<file path="src/sv/lfd_pkg.sv">
// Package for the linear fade dimmer: widths, codes, transaction types and helpers.
package lfd_pkg;

  localparam int unsigned FRAC_BITS = 4;
  localparam int unsigned BYTE_W    = 8;
  localparam int unsigned TIME_W    = 16;
  localparam int unsigned LEVEL_W   = BYTE_W + FRAC_BITS;
  localparam int unsigned STEP_W    = LEVEL_W + 1;
  localparam int unsigned SUM_W     = LEVEL_W + 2;
  localparam int unsigned DIV_W     = TIME_W;
  localparam int unsigned REM_W     = DIV_W + 1;
  localparam int unsigned CNT_W     = $clog2(LEVEL_W);

  localparam logic [BYTE_W-1:0]  DUTY_MAX   = '1;
  localparam logic [LEVEL_W:0]   LEVEL_HALF = (LEVEL_W + 1)'(1) << (FRAC_BITS - 1);

  typedef enum logic [1:0] {
    OP_SET    = 2'd0,
    OP_TICK   = 2'd1,
    OP_STATUS = 2'd2,
    OP_SPARE  = 2'd3
  } op_e;

  typedef enum logic [1:0] {
    ST_IDLE,
    ST_DIV,
    ST_DONE
  } state_e;

  typedef struct packed {
    logic [1:0]        opcode;
    logic [BYTE_W-1:0] brightness;
    logic              turn_on;
    logic [TIME_W-1:0] fade_time;
  } in_t;

  typedef struct packed {
    logic [BYTE_W-1:0] duty;
    logic              duty_written;
    logic [BYTE_W-1:0] stored_brightness;
    logic              stored_on;
  } out_t;

  // 16-bit wrap of fade_time scaled to level units
  function automatic logic [DIV_W-1:0] wrap_div(input logic [TIME_W-1:0] ft);
    logic [DIV_W-1:0] r;
    r = DIV_W'(ft) << FRAC_BITS;
    return r;
  endfunction

  function automatic logic [LEVEL_W-1:0] tgt_of(input logic [BYTE_W-1:0] bright,
                                                input logic              on);
    logic [LEVEL_W-1:0] r;
    r = on ? {bright, {FRAC_BITS{1'b0}}} : '0;
    return r;
  endfunction

  function automatic logic [BYTE_W-1:0] duty_of(input logic [LEVEL_W-1:0] level);
    logic [LEVEL_W:0] s;
    logic [BYTE_W-1:0] r;
    s = {1'b0, level} + LEVEL_HALF;
    if (s[LEVEL_W:FRAC_BITS] > {1'b0, DUTY_MAX}) begin
      r = DUTY_MAX;
    end else begin
      r = s[FRAC_BITS+BYTE_W-1:FRAC_BITS];
    end
    return r;
  endfunction

endpackage

</file>
<file path="src/sv/linear_fade_dimmer_unit.sv">
// Linear fade LED dimmer: command decode, fade stepping and serial step divider.
// Fade tick, status: result in the cycle after accept; one per cycle while output free.
// Set with a nonzero fade: input stalled throughout, in a restoring divider that yields
// one quotient bit per cycle.
// Set with zero fade: jumps to the target, result one cycle after accept.
// rst_ni is async, active low: control state and out_valid_o clear; data regs do not.
module linear_fade_dimmer_unit (
  input  logic           clk_i,
  input  logic           rst_ni,
  input  logic           in_valid_i,
  output logic           in_stall_o,
  input  lfd_pkg::in_t   in_data_i,
  output logic           out_valid_o,
  input  logic           out_stall_i,
  output lfd_pkg::out_t  out_data_o
);

  lfd_pkg::state_e state_q, state_d;

  logic [lfd_pkg::BYTE_W-1:0]         bright_q, bright_d;
  logic                               on_q, on_d;
  logic [lfd_pkg::LEVEL_W-1:0]        level_q, level_d;
  logic signed [lfd_pkg::STEP_W-1:0]  step_q, step_d;
  logic [lfd_pkg::CNT_W-1:0]          cnt_q, cnt_d;

  logic [lfd_pkg::REM_W-1:0]          rem_q, rem_d;
  logic [lfd_pkg::LEVEL_W-1:0]        quo_q, quo_d;
  logic [lfd_pkg::LEVEL_W-1:0]        dvd_q, dvd_d;
  logic [lfd_pkg::DIV_W-1:0]          dvs_q, dvs_d;
  logic                               dneg_q, dneg_d;
  logic                               qneg_q, qneg_d;
  logic                               dnz_q, dnz_d;

  logic                               out_valid_q;
  lfd_pkg::out_t                      out_data_q, out_data_d;

  logic                               in_acc, out_free, out_load, out_written;
  logic [lfd_pkg::DIV_W-1:0]          wrapped;
  logic [lfd_pkg::LEVEL_W-1:0]        in_tgt, tgt;
  logic signed [lfd_pkg::STEP_W-1:0]  delta, delta_abs;
  logic signed [lfd_pkg::SUM_W-1:0]   sum, tgt_s, nl;
  logic [lfd_pkg::REM_W-1:0]          rem_sh;
  logic [lfd_pkg::REM_W:0]            diff;
  logic                               ge;
  logic signed [lfd_pkg::STEP_W-1:0]  quo_s;

  assign out_free   = !out_valid_q || !out_stall_i;
  assign in_stall_o = (state_q != lfd_pkg::ST_IDLE) || !out_free;
  assign in_acc     = in_valid_i && !in_stall_o;

  assign wrapped   = lfd_pkg::wrap_div(in_data_i.fade_time);
  assign in_tgt    = lfd_pkg::tgt_of(in_data_i.brightness, in_data_i.turn_on);
  assign delta     = $signed({1'b0, in_tgt}) - $signed({1'b0, level_q});
  assign delta_abs = delta[lfd_pkg::STEP_W-1] ? -delta : delta;

  assign tgt   = lfd_pkg::tgt_of(bright_q, on_q);
  assign tgt_s = $signed({2'b00, tgt});
  assign sum   = $signed({2'b00, level_q}) + lfd_pkg::SUM_W'(step_q);

  // subtract-compare unit of the divider
  assign rem_sh = {rem_q[lfd_pkg::REM_W-2:0], dvd_q[lfd_pkg::LEVEL_W-1]};
  assign diff   = {1'b0, rem_sh} - {2'b00, dvs_q};
  assign ge     = !diff[lfd_pkg::REM_W];
  assign quo_s  = $signed({1'b0, quo_q});

  always_comb begin
    state_d     = state_q;
    bright_d    = bright_q;
    on_d        = on_q;
    level_d     = level_q;
    step_d      = step_q;
    cnt_d       = cnt_q;
    rem_d       = rem_q;
    quo_d       = quo_q;
    dvd_d       = dvd_q;
    dvs_d       = dvs_q;
    dneg_d      = dneg_q;
    qneg_d      = qneg_q;
    dnz_d       = dnz_q;
    out_load    = 1'b0;
    out_written = 1'b0;
    nl          = sum;

    unique case (state_q)
      lfd_pkg::ST_IDLE: begin
        if (in_acc) begin
          unique case (lfd_pkg::op_e'(in_data_i.opcode))
            lfd_pkg::OP_SET: begin
              bright_d = in_data_i.brightness;
              on_d     = in_data_i.turn_on;
              if (wrapped == '0) begin
                level_d     = in_tgt;
                step_d      = '0;
                out_load    = 1'b1;
                out_written = 1'b1;
              end else begin
                dvd_d   = delta_abs[lfd_pkg::LEVEL_W-1:0];
                dneg_d  = delta[lfd_pkg::STEP_W-1];
                dnz_d   = (delta != '0);
                qneg_d  = delta[lfd_pkg::STEP_W-1] ^ wrapped[lfd_pkg::DIV_W-1];
                dvs_d   = wrapped[lfd_pkg::DIV_W-1] ? -wrapped : wrapped;
                rem_d   = '0;
                quo_d   = '0;
                cnt_d   = lfd_pkg::CNT_W'(lfd_pkg::LEVEL_W - 1);
                state_d = lfd_pkg::ST_DIV;
              end
            end
            lfd_pkg::OP_TICK: begin
              out_load = 1'b1;
              if (level_q != tgt) begin
                out_written = 1'b1;
                if ((!step_q[lfd_pkg::STEP_W-1] && step_q != '0 && sum > tgt_s) ||
                    (step_q[lfd_pkg::STEP_W-1] && sum < tgt_s)) begin
                  nl = tgt_s;
                end
                if (nl[lfd_pkg::SUM_W-1]) begin
                  nl = '0;
                end
                level_d = nl[lfd_pkg::LEVEL_W-1:0];
              end
            end
            default: begin
              out_load = 1'b1;
            end
          endcase
        end
      end
      lfd_pkg::ST_DIV: begin
        rem_d = ge ? diff[lfd_pkg::REM_W-1:0] : rem_sh;
        quo_d = {quo_q[lfd_pkg::LEVEL_W-2:0], ge};
        dvd_d = dvd_q << 1;
        cnt_d = cnt_q - 1'b1;
        if (cnt_q == '0) begin
          state_d = lfd_pkg::ST_DONE;
        end
      end
      lfd_pkg::ST_DONE: begin
        if (out_free) begin
          out_load = 1'b1;
          if (quo_q == '0) begin
            step_d = !dnz_q ? '0 : (dneg_q ? '1 : lfd_pkg::STEP_W'(1));
          end else begin
            step_d = qneg_q ? -quo_s : quo_s;
          end
          state_d = lfd_pkg::ST_IDLE;
        end
      end
      default: begin
        state_d = lfd_pkg::ST_IDLE;
      end
    endcase
  end

  always_comb begin
    out_data_d.duty              = lfd_pkg::duty_of(level_d);
    out_data_d.duty_written      = out_written;
    out_data_d.stored_brightness = bright_d;
    out_data_d.stored_on         = on_d;
  end

  always_ff @(posedge clk_i or negedge rst_ni) begin
    if (!rst_ni) begin
      state_q     <= lfd_pkg::ST_IDLE;
      bright_q    <= '0;
      on_q        <= 1'b0;
      level_q     <= '0;
      step_q      <= '0;
      cnt_q       <= '0;
      out_valid_q <= 1'b0;
    end else begin
      state_q     <= state_d;
      bright_q    <= bright_d;
      on_q        <= on_d;
      level_q     <= level_d;
      step_q      <= step_d;
      cnt_q       <= cnt_d;
      out_valid_q <= out_load || (out_valid_q && out_stall_i);
    end
  end

  always_ff @(posedge clk_i) begin
    rem_q  <= rem_d;
    quo_q  <= quo_d;
    dvd_q  <= dvd_d;
    dvs_q  <= dvs_d;
    dneg_q <= dneg_d;
    qneg_q <= qneg_d;
    dnz_q  <= dnz_d;
    if (out_load) begin
      out_data_q <= out_data_d;
    end
  end

  assign out_valid_o = out_valid_q;
  assign out_data_o  = out_data_q;

endmodule

</file>
<file path="config.mk">
export PLATFORM = sky130hd
export DESIGN_NAME = linear_fade_dimmer_unit
export DESIGN_NICKNAME = d
export VERILOG_FILES = /design/src/sv/lfd_pkg.sv /design/src/sv/linear_fade_dimmer_unit.sv
export SDC_FILE = /design/constraint.sdc
export NUM_CORES = 1
export LEC_CHECK = 0
export ABC_AREA = 1
export ABC_CLOCK_PERIOD_IN_PS = 6500
export BUFFER_PORTS_ARGS = -buffer_cell sky130_fd_sc_hd__buf_2
export CAP_MARGIN = 30
export CORE_AREA = 2 2 120 122
export CTS_CLUSTER_SIZE = 25
export DETAILED_ROUTE_END_ITERATION = 10
export DIE_AREA = 0 0 122 124
export GPL_ROUTABILITY_DRIVEN = 1
export PLACE_DENSITY_LB_ADDON = 0.3
export RECOVER_POWER = 50
export SLEW_MARGIN = 20
export SYNTH_ARGS = -nofsm -noshare
export SYNTH_HDL_FRONTEND = slang
export SYNTH_SLANG_ARGS = --single-unit
</file>
<file path="constraint.sdc">
create_clock -name clk_i -period 6.5 [get_ports clk_i]
set_input_delay 1.3 -clock clk_i [delete_from_list [all_inputs] [get_ports clk_i]]
set_output_delay 1.3 -clock clk_i [all_outputs]
set_load 0.05 [all_outputs]
</file>
Word-level counts from Yosys, hierarchy flattened --
Cells that the tools add are included.
Word-level totals: bits in registers 118, bits in latches 0, RAM bits 0, bits in read-only memories 0, bits of input ports 31, output and inout port bits 20, word-level logic and storage cells 132, memories 0
Operators by class: add/sub/neg operators 8, $mul 0, div/mod/pow operators 0, order comparisons 3, eq/ne operators 10, shifts and indexed selects 0, muxes and demuxes 60, bitwise logic cells 2, reduce and logical (&&, ||, !) cells 30
Operators with widths (count):
- 12-bit 2-to-1 mux | 14
- 13-bit 2-to-1 mux | 8
- 12-bit one-hot mux with 2 select lines | 3
- 14-bit 2-to-1 mux | 5
- 16-bit 2-to-1 mux | 4
- 16-bit one-hot mux with 2 select lines | 1
- 13-bit one-hot mux with 2 select lines | 1
- 13-bit nonzero test | 2
- 8-bit 2-to-1 mux | 3
- 17-bit by 16-bit subtractor with 18-bit output | 1
- 16-bit logical NOT | 1
- 16-bit negation | 1
- 15-bit 2-to-1 mux | 1
- 13-bit by 13-bit adder with 14-bit output | 1
- 14-bit by 13-bit > comparator with 1-bit output | 1
- 14-bit by 13-bit < comparator with 1-bit output | 1
- 12-bit by 4-bit adder with 13-bit output (second input constant) | 1
- 12-bit negation with 13-bit output | 1
- 12-bit by 12-bit subtractor with 13-bit output | 1
- 12-bit logical NOT | 1
- 4-bit 2-to-1 mux | 3
- 12-bit inequality test | 1
- 12-bit negation | 1
- 2-bit 2-to-1 mux | 5
- 21 further kinds | 51

Depth between registers and ports, before layout --
depth in word-level cells 16, depth in mapped cells 27, gate-level depth less buffers 26

Least setup slack after synthesis --
No wires, ideal clock.
kind in2reg, from input port in_data_i[16] in the netlist's numbering, to register dvd_q[5] in the netlist's numbering, data pin, library setup time 268 ps, arrival 3482 ps, slack 2750 ps, stages on the path 15, path buffers 1, cell sequence clkbuf_1 > nand2_1 > inv_1 > ha_1 > a21oi_1 > o21ai_0 > a21oi_1 > o21ai_0 > a21oi_1 > o21bai_1 > a21oi_2 > inv_1 > a21oi_1 > xor2_1 > o21ai_0
RTL lines:
- from (decl) | RTL line linear_fade_dimmer_unit.sv:12 | input lfd_pkg::in_t in_data_i,
- 12-bit 2-to-1 mux | RTL line lfd_pkg.sv:54 | r = on ? {bright, {FRAC_BITS{1'b0}}} : '0;
- 12-bit by 12-bit subtractor with 13-bit output | RTL line linear_fade_dimmer_unit.sv:53 | assign delta = $signed({1'b0, in_tgt}) - $signed({1'b0, level_q});
- via delta (one bit) | RTL line linear_fade_dimmer_unit.sv:40 | logic signed [lfd_pkg::STEP_W-1:0] delta, delta_abs;
- 12-bit 2-to-1 mux | RTL line linear_fade_dimmer_unit.sv:54 | assign delta_abs = delta[lfd_pkg::STEP_W-1] ? -delta : delta;
- 12-bit 2-to-1 mux | RTL line linear_fade_dimmer_unit.sv:91 | if (wrapped == '0) begin
- 12-bit 2-to-1 mux | RTL line linear_fade_dimmer_unit.sv:87 | unique case (lfd_pkg::op_e'(in_data_i.opcode))
- 12-bit 2-to-1 mux | RTL line linear_fade_dimmer_unit.sv:86 | if (in_acc) begin
- 12-bit one-hot mux with 2 select lines | RTL line linear_fade_dimmer_unit.sv:84 | unique case (state_q)
- via dvd_d (one bit) | RTL line linear_fade_dimmer_unit.sv:28 | logic [lfd_pkg::LEVEL_W-1:0] dvd_q, dvd_d;
- to (signal assigned) | RTL line linear_fade_dimmer_unit.sv:184 | dvd_q <= dvd_d;
- to (decl) | RTL line linear_fade_dimmer_unit.sv:28
The timed path passes the listed nets, and every way through them passes these cells. The select of a mux whose other input is x is not followed. A chain may end at the register's enable or synchronous reset.

Worst setup path in the final report --
from register level_q[0] in the netlist's numbering, to register out_data_q (netlist bit out_data_o[16]), data pin
Between the ends: cells in the longest elaborated chain, start to end 16
RTL lines:
- from (decl) | RTL line linear_fade_dimmer_unit.sv:22 | logic [lfd_pkg::LEVEL_W-1:0] level_q, level_d;
- from (signal assigned) | RTL line linear_fade_dimmer_unit.sv:174 | level_q <= level_d;
- 13-bit by 13-bit adder with 14-bit output | RTL line linear_fade_dimmer_unit.sv:58 | assign sum = $signed({2'b00, level_q}) + lfd_pkg::SUM_W'(step_q);
- 14-bit by 13-bit > comparator with 1-bit output / 14-bit by 13-bit < comparator with 1-bit output (equally long branches) | RTL line linear_fade_dimmer_unit.sv:112, linear_fade_dimmer_unit.sv:113
- 1-bit logical AND (on tied branches) | RTL line linear_fade_dimmer_unit.sv:112, linear_fade_dimmer_unit.sv:113
- 1-bit logical OR | RTL line linear_fade_dimmer_unit.sv:112 | if ((!step_q[lfd_pkg::STEP_W-1] && step_q != '0 && sum > tgt_s) ||
- 14-bit 2-to-1 mux | RTL line linear_fade_dimmer_unit.sv:112
- 14-bit 2-to-1 mux | RTL line linear_fade_dimmer_unit.sv:110 | if (level_q != tgt) begin
- 14-bit 2-to-1 mux | RTL line linear_fade_dimmer_unit.sv:87
- 14-bit 2-to-1 mux | RTL line linear_fade_dimmer_unit.sv:86
- 14-bit 2-to-1 mux | RTL line linear_fade_dimmer_unit.sv:84
- 12-bit 2-to-1 mux | RTL line linear_fade_dimmer_unit.sv:116 | if (nl[lfd_pkg::SUM_W-1]) begin
- 12-bit 2-to-1 mux * | RTL line linear_fade_dimmer_unit.sv:110
- 12-bit one-hot mux with 2 select lines * | RTL line linear_fade_dimmer_unit.sv:87
- 12-bit 2-to-1 mux * | RTL line linear_fade_dimmer_unit.sv:86
- 12-bit 2-to-1 mux * | RTL line linear_fade_dimmer_unit.sv:84
- via level_d (one bit) | RTL line linear_fade_dimmer_unit.sv:22
- 12-bit by 4-bit adder with 13-bit output * | RTL line lfd_pkg.sv:61 | s = {1'b0, level} + LEVEL_HALF;
- 9-bit by 8-bit > comparator with 1-bit output | RTL line lfd_pkg.sv:62 | if (s[LEVEL_W:FRAC_BITS] > {1'b0, DUTY_MAX}) begin
- to (signal assigned) | RTL line linear_fade_dimmer_unit.sv:190 | out_data_q <= out_data_d;
- to (decl) | RTL line linear_fade_dimmer_unit.sv:35 | lfd_pkg::out_t out_data_q, out_data_d;
The timed path passes the listed nets; every way through them passes the cells marked *. The select of a mux whose other input is x is not followed.

==> metrics.md <==
| Metric | Value |
|---|---|
| Synthesized cell area | `7460 um2` |
| MaxCap Viol Count | `0` |
| Crit. End Element | `flip-flop` |
| Gp weighted congestion | `a little over 0.9` |
| Dominant synthesized flop cell | `edfxtp_1` |
| Final min period | `between 4 and 5 ns` |
| Crit Path Class | `reg2reg` |
| Register area | `3220 um2` |
| Syn Nets | `roughly 970` |
| Via density per instance | `5.30` |
| Worst-path clk slew | `about 0.06 ns` |
| Core Region | `13700 um2` |
| Mapped Cells | `890` |
| Postcts setup bufs | `0` |
| Drt drc | `0` |
| Worst hold path class | `reg2reg` |
| Port Buffer Count | `46` |
| Syn avg cell area | `around 8.4 um2` |
| Worst rel slew slack | `approximately 5.2%` |
| Die Ht | `around 120 um` |
| Max Clock Freq | `approximately 230 MHz` |
| Post-synthesis sequential area ratio | `roughly 43%` |
| Nets | `between 1000 and 1500` |
| FF+latch count, synth | `114` |
| HPWL after DPL | `12300 um` |
| Final slew viol count | `0` |
| Initial antenna violation count | `0` |
| Layout area overhead | `13.9%` |
| RSZ-0062 raised after global routing | `no` |
| Vias in the first global route | `5753` |
| CTS resizes | `0` |
| Peak fanout along the critical path | `13` |
| CTS tree | `done` |
| Mux contribution to synthesized area | `0%` |
| Min-delay src | `bright_q[2]` |
| Non-filler cells, final | `1139` |
| EDFF count, synth | `73` |
| Placed Instances | `about 1100` |
| Unique masters post-synth | `between 40 and 50` |
| First-pass GRT wire length | `roughly 27000 um` |
| Worst Path Required | `6.68 ns` |
| Clock Skew | `0.00686 ns` |
| Final Util | `between 60% and 70%` |
| Root buf cell | `clkbuf_16` |
| Num ports | `around 50` |
| Post-Synth XOR/XNOR Area | `just over 7%` |
| Run status | `finished clean` |
| R2r startpoint | `level_q[0]` |
| Pre-antenna DRT Iters | `7` |
| Antenna-violating nets left | `0` |
| Fraction of layout cells with a size suffix above 1 | `a little under an eighth` |
| Actual slew at the worst max-slew pin | `~1.4 ns` |
| Arr. time, crit path | `~4.6 ns` |
| Sink Count | `roughly 110` |
| Ys Warns | `0` |
| Synth Area in Simple Gates | `about 22%` |
| Fillcell total | `1186` |
| Initial Util | `54.4%` |
| Maximum clock path buffer count | `2` |
| Largest family of logic cells by synthesized area | `simple AND/OR/NAND/NOR gates` |
| Flop2flop setup slack | `between 2 and 2.5 ns` |
| Rows | `43` |
| Place WS | `roughly 2.2 ns` |
| # diodes | `0` |
| Initial drt markers | `535` |
| Die area | `between 15000 and 20000 um2` |
| Overflow after GRT | `0` |
| CP Launch Point | `level_q[0]` |
| Multi-input gate area | `~3600 um2` |
| Startpoint Class | `flip-flop` |
| Cts hold-fix bufs | `0` |
| Final wirelength | `16600 um` |
| Total GRT Usage | `a little under a quarter` |
| Post-synth ARST share | `a little over a third` |
| H-tree levels | `4` |
| Die Span X | `about 120 um` |
| Clk Latency, worst-skew pair | `between 0.4 and 0.5 ns` |
| Adder-Cell Fraction of Synth Area | `about 8%` |
| TNS Setup | `0 ns` |
| CTS Buf Count | `17` |
| Synth Area in Compound Gates | `11.2%` |
| Fin crit share | `between 60 and 70%` |
| Via count | `roughly 6000` |
| Final Hold Vio Count | `0` |
| Worst setup margin | `about 2.1 ns` |
| Final setup fails | `0` |
| Pin count of the biggest net entering global routing | `37` |
| Wire length per cell | `between 10 and 15 um` |
==> Yosys cell counts, drive strengths merged, types with 4 or more instances <==
library cell | number | share of area (%)
nor4 | 7 | 0.59
nand4 | 16 | 1.6
nand2 | 199 | 11
clkbuf | 11 | 0.55
xnor2 | 14 | 1.6
dfrtp | 41 | 14
inv | 146 | 7.3
o22ai | 14 | 1.2
o21bai | 4 | 0.40
nand3 | 39 | 3.2
o21ai | 44 | 3.0
a221oi | 8 | 0.94
nor2 | 84 | 4.6
clkinv | 4 | 0.20
a21oi | 54 | 3.8
buf | 4 | 0.34
edfxtp | 73 | 29
xor2 | 46 | 5.4
a31o | 4 | 0.47
nor3 | 18 | 1.3
ha | 45 | 7.5
==> stage by stage <==
step           hold slack, ns  area (um2)
3_3_place_gp            0.490        7890
4_1_cts                 0.511        8560
2_1_floorplan           0.458        7460
3_5_place_dp            0.491        7920
6_report                0.506        8500
5_1_grt                 0.534        8500
==> final timing paths <==
| check | to | cells after the start |
|---|---|---|
| worst min register to register | bright_q[2] | 2 |
| min in group asynchronous | step_q[9] | 1 |
| worst max-delay path | out_data_o[16] | 23 |
| worst max register to register | out_data_o[16] | 23 |
| worst min-delay path | bright_q[2] | 2 |
| max in group asynchronous | state_q[1] | 2 |
==> routing by layer <==
metal  vias up  GRT usage (%)  routed length, um  share of wire, %
met5         -              0                  0                 0
met4         0           6.97                309               1.9
met3        25           5.82                778               4.7
met2       129           39.8               8170                49
met1      2822           28.8               7380                44
li1       3065              -                  -                 -
==> worst max-delay path, cell delays in order (launching register included) <==
cell	delay (ns)
dfrtp_1	0.42
ha_1	0.24
fa_1	0.40
nand3_1	0.09
nand2_1	0.13
a31o_2	0.24
xnor2_1	0.19
inv_1	0.07
ha_1	0.28
nand2_1	0.07
nor3_1	0.14
nand3_1	0.09
nor3_1	0.24
nand3_1	0.10
nand2_1	0.07
nand2_1	0.21
nand3_2	0.34
nand4_2	0.14
nand2_2	0.18
nand3_4	0.11
nor2_4	0.14
nand4_1	0.12
nand2_1	0.09
nand2_1	0.04
==> cells in the final DEF (no fill, tap or decap), types with 17 or more instances in the layout <==
| cell | instances |
|---|---|
| nand2_1 | 179 |
| inv_1 | 141 |
| nor2_1 | 78 |
| edfxtp_1 | 73 |
| a21oi_1 | 52 |
| xor2_1 | 46 |
| ha_1 | 45 |
| o21ai_0 | 41 |
| dfrtp_1 | 41 |
| nand3_1 | 32 |
| clkbuf_1 | 27 |
| buf_2 | 24 |
| nand2_2 | 18 |
| nor3_1 | 17 |
| clkbuf_16 | 17 |
==> area by class of cell <==
cell class | instances | area share [%]
Multi-Input combinational cell | 611 | 42.5
Sequential cell | 114 | 37.9
Inverter | 150 | 6.63
Clock buffer | 19 | 5.10
Timing Repair Buffer | 52 | 2.78
Tap cell | 180 | 2.65
Clock inverter | 13 | 2.46
==> registers in the layout, summed over array words and instances (netlist names), 2 cells and up <==
| register | cells |
|---|---|
| bright_q | 8 |
| cnt_q | 4 |
| dvd_q | 12 |
| dvs_q | 12 |
| level_q | 12 |
| out_data_o | 18 |
| quo_q | 12 |
| rem_q | 16 |
| state_q | 2 |
| step_q | 13 |
==> cell families (layout without fill, tap and decap cells) <==
kind of cell / count (synthesis) / in the layout
flip-flops: 114 / 114
XOR/XNOR: 60 / 60
AO/OA/AOI/OAI: 138 / 138
adder cells (fa/ha/maj): 46 / 46
AND/OR/NAND/NOR: 367 / 367
buffers and inverters: 165 / 234
Power is not shown: default switching activity piles up to over one toggle a cycle in this logic, so the estimate is an artifact.
